**src/rtl/mlrr_pkg.sv**
```systemverilog
`timescale 1ns / 1ps
`default_nettype none

package mlrr_pkg;

    localparam int LEVELS_DEF       = 4;
    localparam int SLOTS_DEF        = 16;
    localparam int CONTEXT_BITS_DEF = 32;

    localparam logic REQ_WRITE = 1'b0;
    localparam logic REQ_SCHED = 1'b1;

    typedef enum logic [1:0] {
        ST_EMPTY   = 2'd0,
        ST_READY   = 2'd1,
        ST_RUNNING = 2'd2,
        ST_DEAD    = 2'd3
    } status_t;

    typedef enum logic [2:0] {
        S_CLEAR,
        S_IDLE,
        S_START,
        S_SCAN,
        S_DONE
    } state_t;

    // memory port controls from the sequencer to the entry store
    typedef struct packed {
        logic st_we;
        logic ctx_we;
        logic rd_en;
    } mem_ctl_t;

endpackage

`default_nettype wire

```
**src/rtl/mlrr_store.sv**
```systemverilog
`timescale 1ns / 1ps
`default_nettype none

module mlrr_store import mlrr_pkg::*; #(
    parameter int AW           = 6,
    parameter int CONTEXT_BITS = CONTEXT_BITS_DEF
) (
    input  wire logic                    clk,
    input  wire mem_ctl_t                ctl,
    input  wire logic [AW-1:0]           wr_addr,
    input  wire status_t                 st_wdata,
    input  wire logic [CONTEXT_BITS-1:0] ctx_wdata,
    input  wire logic [AW-1:0]           rd_addr,
    output status_t                      rd_status,
    output logic [CONTEXT_BITS-1:0]      rd_ctx
);

    localparam int DEPTH = 2 ** AW;

    status_t                 status_mem [DEPTH];
    logic [CONTEXT_BITS-1:0] ctx_mem    [DEPTH];

    status_t                 rd_status_reg;
    logic [CONTEXT_BITS-1:0] rd_ctx_reg;

    // the scan never reads the entry it writes in the same cycle
    always_ff @(posedge clk)
    begin
        if (ctl.st_we)
        begin
            status_mem[wr_addr] <= st_wdata;
        end
        if (ctl.ctx_we)
        begin
            ctx_mem[wr_addr] <= ctx_wdata;
        end
        if (ctl.rd_en)
        begin
            rd_status_reg <= status_mem[rd_addr];
            rd_ctx_reg    <= ctx_mem[rd_addr];
        end
    end

    assign rd_status = rd_status_reg;
    assign rd_ctx    = rd_ctx_reg;

endmodule

`default_nettype wire

```
**src/rtl/mlrr_ctrl.sv**
```systemverilog
`timescale 1ns / 1ps
`default_nettype none

module mlrr_ctrl import mlrr_pkg::*; #(
    parameter int LEVELS       = LEVELS_DEF,
    parameter int SLOTS        = SLOTS_DEF,
    parameter int CONTEXT_BITS = CONTEXT_BITS_DEF,
    parameter int LW           = 2,
    parameter int SW           = 4
) (
    input  wire logic                    clk,
    input  wire logic                    rst_n,
    input  wire logic                    in_valid,
    output logic                         in_stall,
    input  wire logic                    req_type,
    input  wire logic [LW-1:0]           level,
    input  wire logic [SW-1:0]           slot,
    input  wire logic [1:0]              new_status,
    input  wire logic [CONTEXT_BITS-1:0] context_handle,
    output mem_ctl_t                     mem_ctl,
    output logic [LW+SW-1:0]             wr_addr,
    output status_t                      st_wdata,
    output logic [CONTEXT_BITS-1:0]      ctx_wdata,
    output logic [LW+SW-1:0]             rd_addr,
    input  wire status_t                 rd_status,
    input  wire logic [CONTEXT_BITS-1:0] rd_ctx,
    output logic                         res_valid,
    input  wire logic                    res_take,
    output logic                         res_found,
    output logic [LW-1:0]                res_level,
    output logic [SW-1:0]                res_slot,
    output logic [CONTEXT_BITS-1:0]      res_context
);

    localparam int          AW       = LW + SW;
    localparam int          DEPTH    = 2 ** AW;
    localparam logic [SW:0] SLOTS_C  = (SW + 1)'(SLOTS);
    localparam logic [LW:0] LEVELS_C = (LW + 1)'(LEVELS);
    localparam logic [LW-1:0] LAST_LV = LW'(LEVELS - 1);

    state_t state_reg, state_next;

    logic [AW-1:0] clr_reg, clr_next;

    // issue side of the scan: next entry to read
    logic [LW-1:0] iss_lv_reg, iss_lv_next;
    logic [SW:0]   iss_s_reg, iss_s_next;
    logic          iss_done_reg, iss_done_next;

    // evaluate side: entry whose read data arrives this cycle
    logic          pend_reg, pend_next;
    logic [LW-1:0] ev_lv_reg, ev_lv_next;
    logic [SW-1:0] ev_s_reg, ev_s_next;

    logic [SW:0]   ptr_reg  [LEVELS];
    logic [SW:0]   ptr_next [LEVELS];

    logic          run_valid_reg, run_valid_next;
    logic [LW-1:0] run_lv_reg, run_lv_next;
    logic [SW-1:0] run_s_reg, run_s_next;

    logic                    res_found_reg, res_found_next;
    logic [LW-1:0]           res_lv_reg, res_lv_next;
    logic [SW-1:0]           res_s_reg, res_s_next;
    logic [CONTEXT_BITS-1:0] res_ctx_reg, res_ctx_next;

    logic accept;
    logic hit;
    logic scan_end;
    logic in_range;
    logic [LW-1:0] lv_inc;

    assign in_stall = (state_reg != S_IDLE);
    assign accept   = in_valid && !in_stall;
    assign hit      = pend_reg && (rd_status == ST_READY);
    assign scan_end = !pend_reg && iss_done_reg;
    assign in_range = ({1'b0, level} < LEVELS_C) && ({1'b0, slot} < SLOTS_C);
    assign lv_inc   = iss_lv_reg + LW'(1);

    always_comb
    begin
        state_next = state_reg;
        case (state_reg)
            S_CLEAR:
            begin
                if (clr_reg == AW'(DEPTH - 1))
                begin
                    state_next = S_IDLE;
                end
            end
            S_IDLE:
            begin
                if (accept)
                begin
                    state_next = (req_type == REQ_SCHED) ? S_START : S_DONE;
                end
            end
            S_START:
            begin
                state_next = S_SCAN;
            end
            S_SCAN:
            begin
                if (hit || scan_end)
                begin
                    state_next = S_DONE;
                end
            end
            S_DONE:
            begin
                if (res_take)
                begin
                    state_next = S_IDLE;
                end
            end
            default:
            begin
                state_next = S_CLEAR;
            end
        endcase
    end

    always_comb
    begin
        mem_ctl        = '0;
        wr_addr        = '0;
        st_wdata       = ST_EMPTY;
        ctx_wdata      = context_handle;
        rd_addr        = {iss_lv_reg, iss_s_reg[SW-1:0]};
        clr_next       = clr_reg;
        iss_lv_next    = iss_lv_reg;
        iss_s_next     = iss_s_reg;
        iss_done_next  = iss_done_reg;
        pend_next      = 1'b0;
        ev_lv_next     = ev_lv_reg;
        ev_s_next      = ev_s_reg;
        run_valid_next = run_valid_reg;
        run_lv_next    = run_lv_reg;
        run_s_next     = run_s_reg;
        res_found_next = res_found_reg;
        res_lv_next    = res_lv_reg;
        res_s_next     = res_s_reg;
        res_ctx_next   = res_ctx_reg;
        for (int l = 0; l < LEVELS; l++)
        begin
            ptr_next[l] = ptr_reg[l];
        end

        case (state_reg)
            S_CLEAR:
            begin
                mem_ctl.st_we = 1'b1;
                wr_addr       = clr_reg;
                clr_next      = clr_reg + AW'(1);
            end
            S_IDLE:
            begin
                if (accept)
                begin
                    res_found_next = 1'b0;
                    res_lv_next    = '0;
                    res_s_next     = '0;
                    res_ctx_next   = '0;
                    if (req_type == REQ_WRITE)
                    begin
                        mem_ctl.st_we  = in_range;
                        mem_ctl.ctx_we = in_range;
                        wr_addr        = {level, slot};
                        st_wdata       = status_t'(new_status);
                    end
                    else if (run_valid_reg)
                    begin
                        // save the preempted entry and resume its level after it
                        mem_ctl.st_we  = 1'b1;
                        mem_ctl.ctx_we = 1'b1;
                        wr_addr        = {run_lv_reg, run_s_reg};
                        st_wdata       = ST_READY;
                        ptr_next[run_lv_reg] = {1'b0, run_s_reg} + (SW + 1)'(1);
                    end
                end
            end
            S_START:
            begin
                iss_lv_next   = '0;
                iss_s_next    = ptr_reg[0];
                iss_done_next = 1'b0;
            end
            S_SCAN:
            begin
                if (pend_reg)
                begin
                    wr_addr = {ev_lv_reg, ev_s_reg};
                    if (rd_status == ST_DEAD)
                    begin
                        mem_ctl.st_we = 1'b1;
                        st_wdata      = ST_EMPTY;
                    end
                    else if (rd_status == ST_READY)
                    begin
                        mem_ctl.st_we  = 1'b1;
                        st_wdata       = ST_RUNNING;
                        run_valid_next = 1'b1;
                        run_lv_next    = ev_lv_reg;
                        run_s_next     = ev_s_reg;
                        res_found_next = 1'b1;
                        res_lv_next    = ev_lv_reg;
                        res_s_next     = ev_s_reg;
                        res_ctx_next   = rd_ctx;
                        // every level above the chosen one came up empty
                        for (int l = 0; l < LEVELS; l++)
                        begin
                            if ((LW + 1)'(l) < {1'b0, ev_lv_reg})
                            begin
                                ptr_next[l] = '0;
                            end
                        end
                    end
                end
                else if (iss_done_reg)
                begin
                    run_valid_next = 1'b0;
                    for (int l = 0; l < LEVELS; l++)
                    begin
                        ptr_next[l] = '0;
                    end
                end

                if (!hit && !iss_done_reg)
                begin
                    if (iss_s_reg < SLOTS_C)
                    begin
                        mem_ctl.rd_en = 1'b1;
                        pend_next     = 1'b1;
                        ev_lv_next    = iss_lv_reg;
                        ev_s_next     = iss_s_reg[SW-1:0];
                        iss_s_next    = iss_s_reg + (SW + 1)'(1);
                    end
                    else if (iss_lv_reg == LAST_LV)
                    begin
                        iss_done_next = 1'b1;
                    end
                    else
                    begin
                        iss_lv_next = lv_inc;
                        iss_s_next  = ptr_reg[lv_inc];
                    end
                end
            end
            S_DONE:
            begin
            end
            default:
            begin
            end
        endcase
    end

    always_ff @(posedge clk or negedge rst_n)
    begin
        if (!rst_n)
        begin
            state_reg     <= S_CLEAR;
            clr_reg       <= '0;
            iss_lv_reg    <= '0;
            iss_s_reg     <= '0;
            iss_done_reg  <= 1'b0;
            pend_reg      <= 1'b0;
            run_valid_reg <= 1'b0;
            run_lv_reg    <= '0;
            run_s_reg     <= '0;
            for (int l = 0; l < LEVELS; l++)
            begin
                ptr_reg[l] <= '0;
            end
        end
        else
        begin
            state_reg     <= state_next;
            clr_reg       <= clr_next;
            iss_lv_reg    <= iss_lv_next;
            iss_s_reg     <= iss_s_next;
            iss_done_reg  <= iss_done_next;
            pend_reg      <= pend_next;
            run_valid_reg <= run_valid_next;
            run_lv_reg    <= run_lv_next;
            run_s_reg     <= run_s_next;
            for (int l = 0; l < LEVELS; l++)
            begin
                ptr_reg[l] <= ptr_next[l];
            end
        end
    end

    always_ff @(posedge clk)
    begin
        ev_lv_reg     <= ev_lv_next;
        ev_s_reg      <= ev_s_next;
        res_found_reg <= res_found_next;
        res_lv_reg    <= res_lv_next;
        res_s_reg     <= res_s_next;
        res_ctx_reg   <= res_ctx_next;
    end

    assign res_valid   = (state_reg == S_DONE);
    assign res_found   = res_found_reg;
    assign res_level   = res_lv_reg;
    assign res_slot    = res_s_reg;
    assign res_context = res_ctx_reg;

endmodule

`default_nettype wire

```
**src/rtl/multilevel_round_robin_scheduler_top.sv**
```systemverilog
// Multilevel priority round-robin scheduler. Entry status and context handles live in two
// single-port-read synchronous memories addressed by {level, slot}; the sequencer visits one
// entry per cycle except while passing to the next level, so throughput is set by that one
// memory read port. After reset a clearing pass marks all 2**(LW+SW) entries empty, during
// which in_stall stays high. A write request goes straight to its result, with found low. A
// schedule request saves any preempted entry, then scans from level 0 up until it finds a
// ready entry or passes all levels. One request is in flight at a time; the result sits in
// an output register, so the next request can transfer while it waits.
`timescale 1ns / 1ps
`default_nettype none

module multilevel_round_robin_scheduler_top import mlrr_pkg::*; #(
    parameter int LEVELS       = LEVELS_DEF,
    parameter int SLOTS        = SLOTS_DEF,
    parameter int CONTEXT_BITS = CONTEXT_BITS_DEF,
    localparam int LW = (LEVELS > 1) ? $clog2(LEVELS) : 1,
    localparam int SW = $clog2(SLOTS)
) (
    input  wire logic                    clk,
    input  wire logic                    rst_n,
    input  wire logic                    in_valid,
    output logic                         in_stall,
    input  wire logic                    req_type,
    input  wire logic [LW-1:0]           level,
    input  wire logic [SW-1:0]           slot,
    input  wire logic [1:0]              new_status,
    input  wire logic [CONTEXT_BITS-1:0] context_handle,
    output logic                         out_valid,
    input  wire logic                    out_stall,
    output logic                         found,
    output logic [LW-1:0]                next_level,
    output logic [SW-1:0]                next_slot,
    output logic [CONTEXT_BITS-1:0]      next_context
);

    localparam int AW = LW + SW;

    mem_ctl_t                mem_ctl;
    logic [AW-1:0]           wr_addr;
    status_t                 st_wdata;
    logic [CONTEXT_BITS-1:0] ctx_wdata;
    logic [AW-1:0]           rd_addr;
    status_t                 rd_status;
    logic [CONTEXT_BITS-1:0] rd_ctx;

    logic                    res_valid;
    logic                    res_take;
    logic                    res_found;
    logic [LW-1:0]           res_level;
    logic [SW-1:0]           res_slot;
    logic [CONTEXT_BITS-1:0] res_context;

    logic                    out_valid_reg, out_valid_next;
    logic                    found_reg;
    logic [LW-1:0]           level_reg;
    logic [SW-1:0]           slot_reg;
    logic [CONTEXT_BITS-1:0] context_reg;

    mlrr_ctrl #(
        .LEVELS       (LEVELS),
        .SLOTS        (SLOTS),
        .CONTEXT_BITS (CONTEXT_BITS),
        .LW           (LW),
        .SW           (SW)
    ) u_ctrl (
        .clk            (clk),
        .rst_n          (rst_n),
        .in_valid       (in_valid),
        .in_stall       (in_stall),
        .req_type       (req_type),
        .level          (level),
        .slot           (slot),
        .new_status     (new_status),
        .context_handle (context_handle),
        .mem_ctl        (mem_ctl),
        .wr_addr        (wr_addr),
        .st_wdata       (st_wdata),
        .ctx_wdata      (ctx_wdata),
        .rd_addr        (rd_addr),
        .rd_status      (rd_status),
        .rd_ctx         (rd_ctx),
        .res_valid      (res_valid),
        .res_take       (res_take),
        .res_found      (res_found),
        .res_level      (res_level),
        .res_slot       (res_slot),
        .res_context    (res_context)
    );

    mlrr_store #(
        .AW           (AW),
        .CONTEXT_BITS (CONTEXT_BITS)
    ) u_store (
        .clk       (clk),
        .ctl       (mem_ctl),
        .wr_addr   (wr_addr),
        .st_wdata  (st_wdata),
        .ctx_wdata (ctx_wdata),
        .rd_addr   (rd_addr),
        .rd_status (rd_status),
        .rd_ctx    (rd_ctx)
    );

    // load the output register when it is empty or its transfer completes now
    assign res_take = res_valid && (!out_valid_reg || !out_stall);

    always_comb
    begin
        out_valid_next = out_valid_reg;
        if (res_take)
        begin
            out_valid_next = 1'b1;
        end
        else if (!out_stall)
        begin
            out_valid_next = 1'b0;
        end
    end

    always_ff @(posedge clk or negedge rst_n)
    begin
        if (!rst_n)
        begin
            out_valid_reg <= 1'b0;
        end
        else
        begin
            out_valid_reg <= out_valid_next;
        end
    end

    always_ff @(posedge clk)
    begin
        if (res_take)
        begin
            found_reg   <= res_found;
            level_reg   <= res_level;
            slot_reg    <= res_slot;
            context_reg <= res_context;
        end
    end

    assign out_valid    = out_valid_reg;
    assign found        = found_reg;
    assign next_level   = level_reg;
    assign next_slot    = slot_reg;
    assign next_context = context_reg;

endmodule

`default_nettype wire

```
**config.mk**
```make
export PLATFORM = sky130hd
export DESIGN_NAME = multilevel_round_robin_scheduler_top
export DESIGN_NICKNAME = d
export VERILOG_FILES = /design/src/rtl/mlrr_pkg.sv /design/src/rtl/mlrr_store.sv /design/src/rtl/mlrr_ctrl.sv /design/src/rtl/multilevel_round_robin_scheduler_top.sv
export SDC_FILE = /design/constraint.sdc
export NUM_CORES = 2
export LEC_CHECK = 0
export BUFFER_PORTS_ARGS = -buffer_cell sky130_fd_sc_hd__buf_2
export CAP_MARGIN = 20
export CORE_MARGIN = 5
export CORE_UTILIZATION = 60
export DETAILED_ROUTE_END_ITERATION = 10
export PLACE_DENSITY = 0.76
export SETUP_SLACK_MARGIN = 0.2
export SYNTH_ARGS = -nofsm -noshare
export SYNTH_HDL_FRONTEND = slang
export SYNTH_SLANG_ARGS = --single-unit
```
**constraint.sdc**
```tcl
create_clock -name clk -period 14.5 [get_ports clk]
set_input_delay 1.45 -clock clk [delete_from_list [all_inputs] [get_ports clk]]
set_output_delay 1.45 -clock clk [all_outputs]
set_load 0.02 [all_outputs]
```
---- Word level (Yosys, flattened, before mapping) ----
Memories as Yosys holds them, arrays and structs flattened. A register that Yosys moved wholly into a read port is not among the register bits.
Cells that the tools add are included.
storage, ports and cells
  output and inout port bits .............. 41
  input bits .............................. 45
  word-level logic and storage cells ...... 191
  memories ................................ 2
  register bits ........................... 130
  bits in writable memories ............... 2176
memory list
  memory              depth  bits a word  read ports  clocked after Yosys merged registers in  wr ports  RTL line          source
  u_store.ctx_mem     64     32           1           1                                        1         mlrr_store.sv:21  logic [CONTEXT_BITS-1:0] ctx_mem [DEPTH];
  u_store.status_mem  64     2            1           1                                        1         mlrr_store.sv:20  status_t status_mem [DEPTH];
cells by class
  add/subtract/negate cells ............... 4
  reductions and logical operators ........ 30
  equal/unequal tests ..................... 34
  bitwise gates (word level) .............. 3
  magnitude comparators ................... 7
  mux-type cells .......................... 87
operators by type and width
  kind                                                             number
  32-bit 2-to-1 mux                                                4
  20-bit 2-to-1 mux                                                4
  32-bit case mux with 2 select lines                              1
  5-bit 2-to-1 mux                                                 10
  15-bit 2-to-1 mux                                                3
  20-bit case mux with 2 select lines                              1
  2-bit 2-to-1 mux                                                 15
  6-bit 2-to-1 mux                                                 4
  8-bit AND reduction                                              3
  1-bit 2-to-1 mux                                                 23
  2-bit by 1-bit != test with 1-bit output, second input constant  11
  20-bit bitwise mux                                               1
  4-bit AND reduction                                              5
  6-bit case mux with 3 select lines                               1
  4-bit 2-to-1 mux                                                 4
  3-bit 2-to-1 mux                                                 5
  3-bit != test, second input constant                             5
  3-bit case mux with 5 select lines                               1
  2-bit != test, second input constant                             7
  2-bit case mux with 2 select lines                               3
  5-bit binary-select mux with 2-bit select                        1
  5-bit demux with 2-bit select                                    1
  5-bit case mux with 2 select lines                               1
  4-bit case mux with 2 select lines                               1
  29 further kinds                                                 50

---- Longest topological paths before layout ----
  depth after elaboration ................. 10
  gate-level depth with buffers ........... 9
  mapped depth without buffers ............ 6

---- Hierarchy ----
From an unflattened synthesis, not the netlist that was laid out.
second synthesis, totals
  cell total of the unflattened synthesis .. 4074
  area, all modules ....................... 89515.9 sq um
by module, submodules not included
  module                                area each (sq um)  cells each  instances  seq. area each (sq um)
  mlrr_store                            83739.1            3649        1          66363.6
  mlrr_ctrl                             4561.9             383         1          2477.4
  multilevel_round_robin_scheduler_top  1214.9             42          1          1196.1

---- Worst setup path before layout ----
Ideal clock, no wire load.
  path kind ............................... reg2reg
  start ................................... register u_ctrl.state_reg[2]
  end ..................................... register u_ctrl.ev_lv_reg[0] (enable)
  path buffers ............................ 2
  required time ........................... 13.960 ns
  library setup time ...................... 0.540 ns
  period minus slack after synthesis ...... 5.439 ns
  path slack .............................. 9.061 ns
  stages on the path, launching flop included .. 5
  arrival time ............................ 4.899 ns
  cells stage by stage .................... dfrtp_1 nand3b_1 buf_1 buf_1 nor4_1
between the ends
  cells in the longest elaborated chain, start to end .. 2
RTL lines
  item                                            RTL line          source
  from (decl)                                     mlrr_ctrl.sv:41   state_t state_reg, state_next;
  from (signal assigned)                          mlrr_ctrl.sv:278  state_reg <= state_next;
  3-bit by 2-bit equality test with 1-bit output  mlrr_ctrl.sv:149  case (state_reg)
  3-bit AND reduction (no line)                   -
  to (signal assigned)                            mlrr_ctrl.sv:296  ev_lv_reg <= ev_lv_next;
  to (decl)                                       mlrr_ctrl.sv:52   logic [LW-1:0] ev_lv_reg, ev_lv_next;
No other way between the ends.
A chain may end at the register's enable or synchronous reset.

---- Final worst setup path ----
  start ................................... register u_ctrl.state_reg[0]
  end ..................................... memory u_store.ctx_mem[29][8] in the netlist's numbering (enable)
between the ends
  cells in the longest elaborated chain, start to end .. 7
  elaborated cells between the ends (all ways) .. 12
RTL lines
  item                                      RTL line          source
  3-bit by 1-bit != test with 1-bit output  mlrr_ctrl.sv:73   assign in_stall = (state_reg != S_IDLE);
  1-bit logical NOT                         mlrr_ctrl.sv:74   assign accept = in_valid && !in_stall;
  1-bit logical AND                         mlrr_ctrl.sv:74
  2-bit 2-to-1 mux                          mlrr_ctrl.sv:158  if (accept)
  1-bit 2-to-1 mux                          mlrr_ctrl.sv:149
  1-bit 2-to-1 mux                          mlrr_store.sv:33  if (ctl.ctx_we)
  1-bit 2-to-1 mux (implied by the code)    mlrr_store.sv:35  ctx_mem[wr_addr] <= ctx_wdata;
  to (decl)                                 mlrr_store.sv:21
Several ways; a longest one is shown, not always the timed one.

==> metrics.md <==
| Metric | Value |
|---|---|
| Max_cap viols | 0 |
| Initial DRT Pass Iterations | 5 |
| Fin Clk Skew | approximately 0.027 ns |
| Sequential area share after synthesis | approximately four fifths |
| Global-route wire length before repair | approximately 320000 um |
| Avg Cell Area, Syn | approximately 22 sq um |
| Vias in the first global route | around 45000 |
| Layout cells sized above 1 | roughly 27% |
| Synth Cell Area | between 80000 and 90000 sq um |
| Io pins | 86 |
| Status | finished, final reports clean |
| Critical path required time | between 10 and 15 ns |
| Routed WL | about 220000 um |
| Standard-cell rows | between 100 and 150 |
| Place WS | a little under 10 ns |
| Setup CP Type | reg -> reg |
| Clock root buffer | clkbuf_16 |
| Chip Height | 395 um |
| DR vias/cell | a little over 7 |
| Final setup vio count | 0 |
| H-tree levels | 4 |
| Cts hold-fix bufs | 0 |
| Worst-path fanout max | 44 |
| Worst Setup End Kind | flop |
| GRT Total Usage | between 20 and 30% |
| Post-CTS Setup Inserts | 0 |
| Number of synthesized flops with an enable pin | between 2000 and 2500 |
| Post-synth ARST share | under 10% |
| Most frequent cells in the layout | 2294 x edfxtp_1, 548 x mux4_2, 217 x clkbuf_16 |
| Final WS setup | approximately 9.9 ns |
| Post-Syn Instances | 4004 |
| GPL Wtd Cong | approximately 0.89 |
| Final Net Count | ~4300 |
| Peak supply drop | about 0.00015 V |
| Area contributors post-synth | edfxtp_1 77%, mux4_2 14%, a22oi_1 1.5% |
| Routed via count | roughly 45000 |
| Worst-margin pin slew | between 1 and 1.5 ns |
| WL met2 | around 110000 um |
| Rel. slew slack | about a quarter |
| Distinct cells, synth | 67 |
| Initial Util | between 60% and 70% |
| Pleak | 30.7 nW |
| RSZ-0062 raised after global routing | false |
| CTS tree | done |
| Synthesized Nets | ~4000 |
| Final hold vios | 0 |
| Die area | 156000 sq um |
| Post-DRT Antenna Nets | 0 |
| Area delta synth->final | 11.7% |
| Post-Layout Cell Count | 6318 |
| Routed WL per cell | approximately 35 um |
| Yosys top cell by area | edfxtp_1 |
| Post-synth top area share | between 70 and 80% |
| Max frequency | roughly 220 MHz |
| Flops & latches, synth | around 2300 |
| # placed instances | just under 6000 |
| Tcrit/Tclk final | about a third |
| Clk_lat worst skew | roughly 0.84 ns |
| PortBufs | 85 |
| Largest register by flop count | u_store.ctx_mem |
| Maximum buffer depth of the clock tree | 3 |
| Initial antenna violation count | 14 |
| Dpl hpwl | 116000 um |
| CTS buffer count | about 210 |
| Die width | between 300 and 400 um |
| Fin. max-slew vios | 0 |
| CP arrival | slightly above 5 ns |
| Worst Hold Slack | approximately 0.42 ns |
| Synth warn | 0 |
| Max layer used | met5 |
| Biggest regs | u_store.ctx_mem: 2048 flops, u_store.status_mem: 128 flops |
| DRT met1 WL | around 80000 um |
| Min-Delay Path Class | reg -> reg |
| Residual DRC | 0 |
| Resize count post-CTS | 0 |
| Detail Route met3 WL | about 27000 um |
| Startpoint Class | flop |
| Largest net degree at the start of global routing | around 140 |
| Clock Pin Slew Worst Setup and Hold Paths | approximately 0.060 ns |
| Primary FF master, synth | edfxtp_1 |
| Clock sink count | between 2000 and 2500 |
| Minimum clock period after layout | 4.62 ns |
| P per Cell Area | 167 nW/um^2 |
| Grt ovf | 0 |
| DRT iter0 DRCs | 6837 |
| Max reg flops | slightly above 2000 |
| Final TNS setup | 0 ns |
| Placeable Area | around 150000 sq um |
| Most common cell after layout, fill and taps aside | edfxtp_1 |
==> report_power, final <==
group	switching, mW	internal, mW
Clock	2.38	2.95
Combinational	1.91	1.55
Sequential	0.186	7.67
Total	4.48	12.2
==> metrics by stage <==
stage	power, mW	instance area, sq um	utilization [%]
after global placement	11.4	92400	62.6
after floorplan	10.4	89000	-
after global routing	17.2	99400	67.3
after detailed placement	11.4	92400	62.6
after CTS	16.7	99000	67.0
final	16.7	99500	67.4
==> per-layer routing <==
layer | GRT usage [%] | up-vias
met2 | 44.1 | 3471
met1 | 38.8 | 23200
li1 | - | 17400
met5 | 0 | -
met4 | 12.8 | 4
met3 | 8.14 | 493
==> worst max-delay path, stage by stage (launching register included) <==
cell and delay [ns]:
dfrtp_1 0.76, nand3b_1 0.67, inv_1 0.18, buf_4 0.49
and2_1 0.26, a211oi_1 0.13, or3_1 0.42, buf_4 0.29
nor2_4 0.58, buf_4 0.44
==> cells by family after synthesis <==
logic type	count (synthesis)	synth area share, %
muxes	597	14.4
xor gates and xnor gates	9	0.0885
DFF	2340	78.7
and+or+nand+nor	397	2.18
AOI/OAI and AO/OA	412	3.40
adders and majority gates	4	0.0562
buffers and inverters	245	1.20
==> final timing paths <==
path                                                 startpoint  slack, ns  cells past startpoint                               end
worst max-delay path            u_ctrl.state_reg[0]$_DFFE_PN0P_       9.88                      9  u_store.ctx_mem[29][8]$_DFFE_PP_
worst min register to register       u_ctrl.res_found$_DFFE_PP_       0.42                      0                   found$_DFFE_PP_
worst min-delay path                 u_ctrl.res_found$_DFFE_PP_       0.42                      0                   found$_DFFE_PP_
worst max register to register  u_ctrl.state_reg[0]$_DFFE_PN0P_       9.88                      9  u_store.ctx_mem[29][8]$_DFFE_PP_
max in group asynchronous                                 rst_n      13.33                      2   u_ctrl.iss_s_reg[0]$_DFFE_PN0P_
min in group asynchronous                                 rst_n       0.61                      1     u_ctrl.ptr_reg[5]$_DFFE_PN0P_
==> cell usage after synthesis, drive strengths merged, types with 36 or more instances <==
cell type and n:
a211oi 51, a21oi 44, a22oi 182, and2 44, and3 37, buf 123
clkbuf 113, dfrtp 46, edfxtp 2294, mux2i 36, mux4 548, nand2 87
nor2 152
==> layout make-up <==
type                       count  area [sq um]
inverter                       9          33.8
fill                        8619         48200
clock buffer                 277          5700
antenna                       10          25.0
timing repair buffer         229          1900
tap                         1930          2410
multi-input combinational   1419         18500
sequential                  2340         70000
clock inverter               104           838
No activity file was read; power rests on OpenSTA's default activity.
